## src/smeu_pkg.sv

```systemverilog
// types and constants of the stack machine execute unit
package smeu_pkg;

   localparam int WORD_W   = 32;
   localparam int OPC_W    = 4;
   localparam int STATUS_W = 3;
   localparam int DEPTH_W  = 8;

   typedef enum logic [OPC_W-1:0] {
      OP_ICONST = 4'd0,
      OP_ADD    = 4'd1,
      OP_SUB    = 4'd2,
      OP_MUL    = 4'd3,
      OP_LT     = 4'd4,
      OP_GT     = 4'd5,
      OP_EQ     = 4'd6,
      OP_NEQ    = 4'd7,
      OP_BRT    = 4'd8,
      OP_BRF    = 4'd9,
      OP_CALL   = 4'd10,
      OP_RET    = 4'd11,
      OP_PRINT  = 4'd12,
      OP_HALT   = 4'd13
   } opcode_type;

   typedef enum logic [STATUS_W-1:0] {
      ST_OK      = 3'd0,
      ST_UNKNOWN = 3'd1,
      ST_UNDER   = 3'd2,
      ST_OVER    = 3'd3,
      ST_HALTED  = 3'd4
   } status_type;

endpackage

```

## src/smeu_alu.sv

```systemverilog
// binary operations on the two top stack words
module smeu_alu (
   input  smeu_pkg::opcode_type        op,
   input  logic [smeu_pkg::WORD_W-1:0] lhs,
   input  logic [smeu_pkg::WORD_W-1:0] rhs,
   output logic [smeu_pkg::WORD_W-1:0] result
);

   always_comb begin
      unique case (op)
         smeu_pkg::OP_ADD: result = lhs + rhs;
         smeu_pkg::OP_SUB: result = lhs - rhs;
         smeu_pkg::OP_MUL: result = lhs * rhs;
         smeu_pkg::OP_LT:  result = smeu_pkg::WORD_W'($signed(lhs) < $signed(rhs));
         smeu_pkg::OP_GT:  result = smeu_pkg::WORD_W'($signed(lhs) > $signed(rhs));
         smeu_pkg::OP_EQ:  result = smeu_pkg::WORD_W'(lhs == rhs);
         smeu_pkg::OP_NEQ: result = smeu_pkg::WORD_W'(lhs != rhs);
         default:          result = '0;
      endcase
   end

endmodule

```

## config.mk

```make
export PLATFORM = sky130hd
export DESIGN_NAME = smeu_alu
export DESIGN_NICKNAME = d
export VERILOG_FILES = /design/src/smeu_pkg.sv /design/src/smeu_alu.sv
export SDC_FILE = /design/constraint.sdc
export NUM_CORES = 1
export LEC_CHECK = 0
export BUFFER_PORTS_ARGS = -buffer_cell sky130_fd_sc_hd__buf_2
export CAP_MARGIN = 25
export CORE_ASPECT_RATIO = 0.8
export CORE_MARGIN = 5
export CORE_UTILIZATION = 25
export DETAILED_ROUTE_END_ITERATION = 16
export SLEW_MARGIN = 15
export SYNTH_ARGS = -nofsm -noshare
export SYNTH_HDL_FRONTEND = slang
export SYNTH_SLANG_ARGS = --single-unit
```

## constraint.sdc

```tcl
create_clock -name vclk -period 10.8
set_input_delay 1.08 -clock vclk [all_inputs]
set_output_delay 1.08 -clock vclk [all_outputs]
set_load 0.1 [all_outputs]
```

==> run metrics <==
CLK BUF 0; Arr. time, crit path roughly 9.3 ns; initial antenna violation count 8; RSZ-0062 raised after global routing false; DR DRC count 0; routed len/inst 20.7 um; vias in the first global route 16547; top cells by area, synth fa_1, ha_1, and2_1; status completed; mux contribution to synthesized area less than 1%; 1st-iter DRT viols 1594; Post-synth top cells inv_1, fa_1, and2_1; maxcap violations 0; row count 91; Pins Over Slew Limit 0; port bufs 100; Synth Area per Inst 8.40 um^2; XOR/XNOR share of the synthesized area around 3.9%; worst path buffer plus inverter count 6; Largest stage delay, worst path 0.57 ns; Worst setup SP type primary input; Post-Synth Simple-Gate Area between 15 and 20%; Core ar. 0.0767 mm^2; Post-layout nets 2975; global-route wire length before repair 106000 um; critical path's top delay family adder cells; area delta synth->final 8.34%; hold endpoint result[0]; adder-cell area share of the yosys netlist 54.7%; seq_cells 0; Setup Total Neg Slack 0 ns; remaining antenna violation count 0; Final period util approximately 96%; GRT Util Overall approximately 17%; Die W around 320 um; most frequent CP cell fa_1; drt first pass iters 5; Final Hold Viols 0; Least-Margin Pin Slew between 0.8 and 0.9 ns; Starting Density 25.1%; dominant cell by count in the synthesized netlist inv_1; YS warnings 0; gr ovfl total 0; Synth Net Count roughly 3000; gpl congestion 0.949; WS Path Type in2out; Synth top area share between 40% and 50%; Synth Instances 2293; final setup fails 0; cell taking the most area after synthesis fa_1; Synth Cell Area between 0.015 and 0.02 mm^2; die span in y 258 um; worst setup path start lhs[9]; critical path endpoint category output port; Seq. cell area 0 um^2; layout cells sized above 1 6.63%; distinct cell type count after synthesis 67; post-detail-place hpwl 56000 um; routed vias/inst between 4 and 5; pin count of the biggest net entering global routing 35; CP max FO 16; die area around 0.083 mm^2; Worst Hold Class in2out; hold bufs inserted after CTS 0; Slowest cell on crit path fa_1; Seq/Total Area, Yosys 0%; Resize count post-CTS 0; Synth Area in Compound Gates 12.1%; worst hold start op[3]; Ports 100; final WL 69100 um; setup bufs post-CTS 0; hold path depth 3; Vias 16264; Slew headroom a little over two fifths; WP data required 9.72 ns; main combinational cell family by area after synthesis adder cells; f_max 96.2 MHz; Tmin final 10.40 ns
==> how the worst max path moves through the flow <==
stage	end	slack [ns]	cells after the start
after global routing	result[30]	0.17	25
after detailed placement	result[30]	0.51	25
after floorplan	result[30]	0.35	25
final	result[30]	0.40	25
after CTS	result[30]	0.49	25
after global placement	result[30]	0.54	25
==> through the flow <==
step	cells	hold slack, ns	utilization (%)	area, um^2	worst slack, ns
3_3_place_gp	3332	2.64	27.2	20900	0.540
3_5_place_dp	3332	2.64	27.2	20900	0.506
2_1_floorplan	2293	2.50	-	19300	0.352
4_1_cts	3332	2.64	27.2	20900	0.494
6_report	3333	2.64	27.2	20900	0.404
5_1_grt	3332	2.68	27.2	20900	0.167
==> area by class of cell <==
cell class	count	area [um^2]
inverter	450	1690
antenna	1	2.50
fill	8389	55900
timing repair buffer	135	763
tap	1023	1280
multi-input combinational	1724	17100
==> per-layer routing <==
layer	GRT usage, %	share of wire [%]	vias up
met3	3.46	11	83
met4	2.28	2.1	4
li1	-	-	7162
met5	0	0.020	-
met2	23.5	40	877
met1	26.2	47	8138
==> placed cells by master (no fill, tap or decap), types with 7 or more instances in the layout <==
master    synthesis  final
o21a_1           13     13
a221oi_1         18     18
nand2_1         259    259
ha_1            186    186
or3_1             9      9
a211oi_1         11     11
inv_1           449    449
nand3_1          12     12
xnor2_1          64     64
a211o_1           7      7
fa_1            410    410
a21o_1           24     24
and2_1          277    277
buf_4             0     35
nor3_1           16     14
xor2_1           21     21
o21bai_1         22     22
o31ai_1           8      8
buf_2             1    100
o221ai_1          7      7
nand2b_1         11     11
a21oi_1          79     79
o22ai_1          28     28
o21ai_0          53     52
nor2_1           84     84
o221a_2           8      8
o211ai_1         13     13
nor2b_1           7      7
==> cells by family after synthesis <==
logic type | count (synthesis)
AND/OR/NAND/NOR | 702
adder cells (fa/ha/maj) | 596
buffers and inverters | 569
AO/OA/AOI/OAI | 340
XOR/XNOR | 85
multiplexers | 1
==> tightest hold or removal path: stages <==
cell,delay (ns)
buf_2,0.13
a311oi_1,0.05
buf_2,0.29
Power is left out: the tool's default activity adds up to more than one toggle a clock period on the data nets, which glitch-free logic cannot reach.
