--- src/smeu_ram.sv ---
// generic single write port ram with registered read
module smeu_ram #(
   parameter int WIDTH = 32,
   parameter int DEPTH = 128
) (
   input  logic                     clock,
   input  logic                     wr_en,
   input  logic [$clog2(DEPTH)-1:0] wr_addr,
   input  logic [WIDTH-1:0]         wr_data,
   input  logic [$clog2(DEPTH)-1:0] rd_addr,
   output logic [WIDTH-1:0]         rd_data
);

   logic [WIDTH-1:0] mem [DEPTH];
   logic [WIDTH-1:0] rd_data_ff;

   always_ff @(posedge clock) begin
      if (wr_en) begin
         mem[wr_addr] <= wr_data;
      end
      rd_data_ff <= mem[rd_addr];
   end

   assign rd_data = rd_data_ff;

endmodule

--- config.mk ---
export PLATFORM = sky130hd
export DESIGN_NAME = smeu_ram
export DESIGN_NICKNAME = d
export VERILOG_FILES = /design/src/smeu_ram.sv
export SDC_FILE = /design/constraint.sdc
export NUM_CORES = 2
export LEC_CHECK = 0
export ABC_AREA = 0
export BUFFER_PORTS_ARGS = -buffer_cell sky130_fd_sc_hd__buf_2
export CORE_MARGIN = 2
export CORE_UTILIZATION = 34
export CTS_CLUSTER_DIAMETER = 120
export DETAILED_ROUTE_END_ITERATION = 8
export PLACE_DENSITY = 0.55
export SLEW_MARGIN = 30
export SYNTH_ARGS = -nofsm -noshare
export SYNTH_HDL_FRONTEND = slang
export SYNTH_SLANG_ARGS = --single-unit
--- constraint.sdc ---
create_clock -name clock -period 5.85 [get_ports clock]
set_clock_uncertainty 0.05 [all_clocks]
set_input_delay 1.17 -clock clock [delete_from_list [all_inputs] [get_ports clock]]
set_output_delay 1.17 -clock clock [all_outputs]
set_load 0.03 [all_outputs]
==> impl_metrics.py <==
metrics = {
    "status": {
        "status": "finished, final reports clean",
    },
    "setup_path": {
        "reg2reg_depth": 4,
        "startpoint_type": "input pin",
        "cp-end-kind": "flip-flop",
        "path_cells": "buf_12 > buf_12 > buf_12 > mux4_2 > mux4_2 > mux4_2 > mux2_2",
        "cp_top_family": "multiplexers",
        "path_depth": 7,
        "reg2reg_slack_ps": 3050,
        "r2r_start": "mem[4][21]",
        "crit_slowest_cell": "mux4_2",
        "r2r_end": "rd_data[21]",
        "crit_buf_inv": 3,
        "worstPathRequired_ps": 6630,
        "cp_slowest_stage_delay_ps": 710,
        "cp.arrival_ps": 4670,
        "criticalPathCategory": "in -> reg",
        "worst-path-max-fanout": 50,
    },
    "clock_network": {
        "path_clk_slew_ps": 60,
        "cts_tree": "yes",
        "cts-root-buf": "clkbuf_16",
        "cts_sinks": 4128,
        "hold_buffers": 0,
        "clk_latency_ps": 1010,
        "clock_path_buffers": 4,
        "postCtsSetupRepairBufs": 0,
        "numCtsBuffers": 411,
        "cts_resized": 0,
        "htreeDepth": 5,
    },
    "synth": {
        "synth_nets": 6038,
        "yosys_warnings": 0,
        "yosys.area.top_type": "edfxtp_1",
        "synthDistinctLibCells": 17,
        "synth-seq-cells": 4128,
        "syn_area_um2": 156000,
        "syn_avg_cell_area_um2": 26.1,
        "synthTopCellsByArea": "edfxtp_1 79%, mux4_2 19%, clkbuf_1 0.44%",
        "synth_top_area_share": 0.787,
        "synth_cells": 5990,
        "seq_area_frac_synth": 0.791,
    },
    "finish": {
        "mostFrequentLayoutCells": "4096 x edfxtp_1, 1344 x mux4_2, 415 x clkbuf_16, 283 x buf_4, 119 x nor2_4",
        "fillers": 39600,
        "area_growth_pct": 15.9,
        "drive_above_1_share": 0.367,
        "ff_latch_area_um2": 124000,
        "layout_commonest_cell": "edfxtp_1",
        "multi_input_comb_area_um2": 32300,
        "finalNetCount": 6543,
    },
    "placement": {
        "port_buffers": 79,
        "gp_congestion": 0.797,
        "hpwl_um": 261000,
    },
    "grt": {
        "grt_start_max_net_pins": 88,
        "antenna_found_initial": 58,
        "top_usage_layer": "met2",
        "use_met3": 0.0304,
        "use_met1": 0.265,
        "grt_pass1_vias": 72400,
        "grt_usage": 0.192,
        "grt_pass1_wl_um": 617000,
        "grt.met2_usage": 0.318,
        "overflow": 0,
    },
    "power_and_ir_drop": {
        "power_frac_seq": 0.524,
        "p_int_mw": 48.9,
        "power_frac_clock": 0.421,
        "p_sw_frac": 0.219,
        "p_sw_mw": 13.7,
        "p_leak_nw": 54.8,
        "p_comb_frac": 0.054,
        "power_density_nw_per_um2": 346,
        "irDropWorstVdd_mv": 0.257,
    },
    "floorplan": {
        "start_util": 0.342,
        "die_w_um": 682,
        "io_pins": 80,
        "coreArea_um2": 457000,
        "rows": 248,
        "dieHeight_um": 682,
        "die-area_um2": 465000,
    },
    "route": {
        "wl_per_cell_um": 34.8,
        "postRouteWirelength_um": 453000,
        "drc": 0,
        "firstDrtPassIters": 7,
        "viasPerCell": 5.51,
        "dr_total_vias": 71800,
        "drt-initial-drc-count": 10000,
        "postRouteAntennaNets": 0,
    },
    "hold_path": {
        "whs_endpoint": "mem[19][10]",
        "min_path_type": "in -> reg",
        "whs_path_depth": 1,
        "hp-start": "wr_data[10]",
    },
    "timing": {
        "holdWs_ps": 584,
        "clock.fmax_mhz": 257,
        "hold_viol": 0,
        "period_share": 0.666,
        "setup_violations": 0,
        "rsz0062_at_grt": "false",
        "drv_slew": 0,
        "maxSlewHeadroom": 0.284,
        "tightest_slew_ps": 1070,
        "fin_crit_ps": 3890,
        "fin_setup_tns_ps": 0,
    },
    "flow_run": {
        "drv_cap": 0,
    },
}
-- metrics by stage --
step	setup slack [ps]	total power [mW]	instances	utilization	cell area, µm²
2_1_floorplan	1390	35.0	5990	-	156000
3_3_place_gp	966	36.8	12200	0.366	167000
3_5_place_dp	942	36.9	12200	0.366	167000
4_1_cts	1980	63.1	13000	0.396	181000
5_1_grt	1920	64.2	13000	0.396	181000
6_report	1960	62.6	13000	0.396	181000
-- power by group through the flow --
stage | clock (mW) | sequential [mW] | combinational [mW]
after floorplan | 0 | 33.4 | 1.58
after global placement | 0 | 33.5 | 3.39
after detailed placement | 0 | 33.5 | 3.44
after CTS | 26.8 | 32.8 | 3.44
after global routing | 27.9 | 32.8 | 3.52
final | 26.4 | 32.8 | 3.40
-- logic make-up (layout without fill, tap and decap cells) --
kind of cell  count (synthesis)  after routing  synth area share
simple gates                170            170           0.00446
flops                      4128           4128             0.791
buf+inv                     316           1157           0.00839
mux                        1376           1376             0.196
other cells                   0             67                 0
-- worst max-delay path by stage --
stage	startpoint	endpoint	slack, ps
2_1_floorplan	wr_en	mem[98][0]	1390
3_3_place_gp	rd_addr[0]	rd_data[24]	970
3_5_place_dp	rd_addr[0]	rd_data[24]	940
4_1_cts	rd_addr[0]	rd_data[24]	1980
5_1_grt	rd_addr[0]	rd_data[21]	1920
6_report	rd_addr[0]	rd_data[21]	1960
-- flip-flops by register name (all words and copies together) (netlist names) --
name     flops
rd_data     32
mem       4096
-- per-layer routing --
| metal | up-vias | part of all wire |
|---|---|---|
| met5 | - | 0.00014 |
| met1 | 40400 | 0.40 |
| li1 | 27500 | - |
| met2 | 3235 | 0.49 |
| met3 | 617 | 0.077 |
| met4 | 10 | 0.033 |
-- layout make-up --
type	instances	area share
Sequential cell	4128	0.683
Antenna cell	67	0.000926
Timing Repair Buffer	408	0.0218
Clock inverter	246	0.0144
Clock buffer	503	0.0594
Multi-Input combinational cell	1546	0.178
Tap cell	6125	0.0423
-- synth_stat cells --
cell / instances
buf_1: 50
buf_2: 79
buf_4: 3
buf_6: 2
clkbuf_1: 182
dfxtp_1: 32
edfxtp_1: 4096
mux2_2: 32
mux4_2: 1344
nand2_1: 14
nand2b_1: 2
nand3_1: 12
nand4_1: 3
nor2_1: 122
nor2b_1: 7
nor3_1: 9
or3_1: 1
Note: power is estimated with default switching activity, not from simulation.
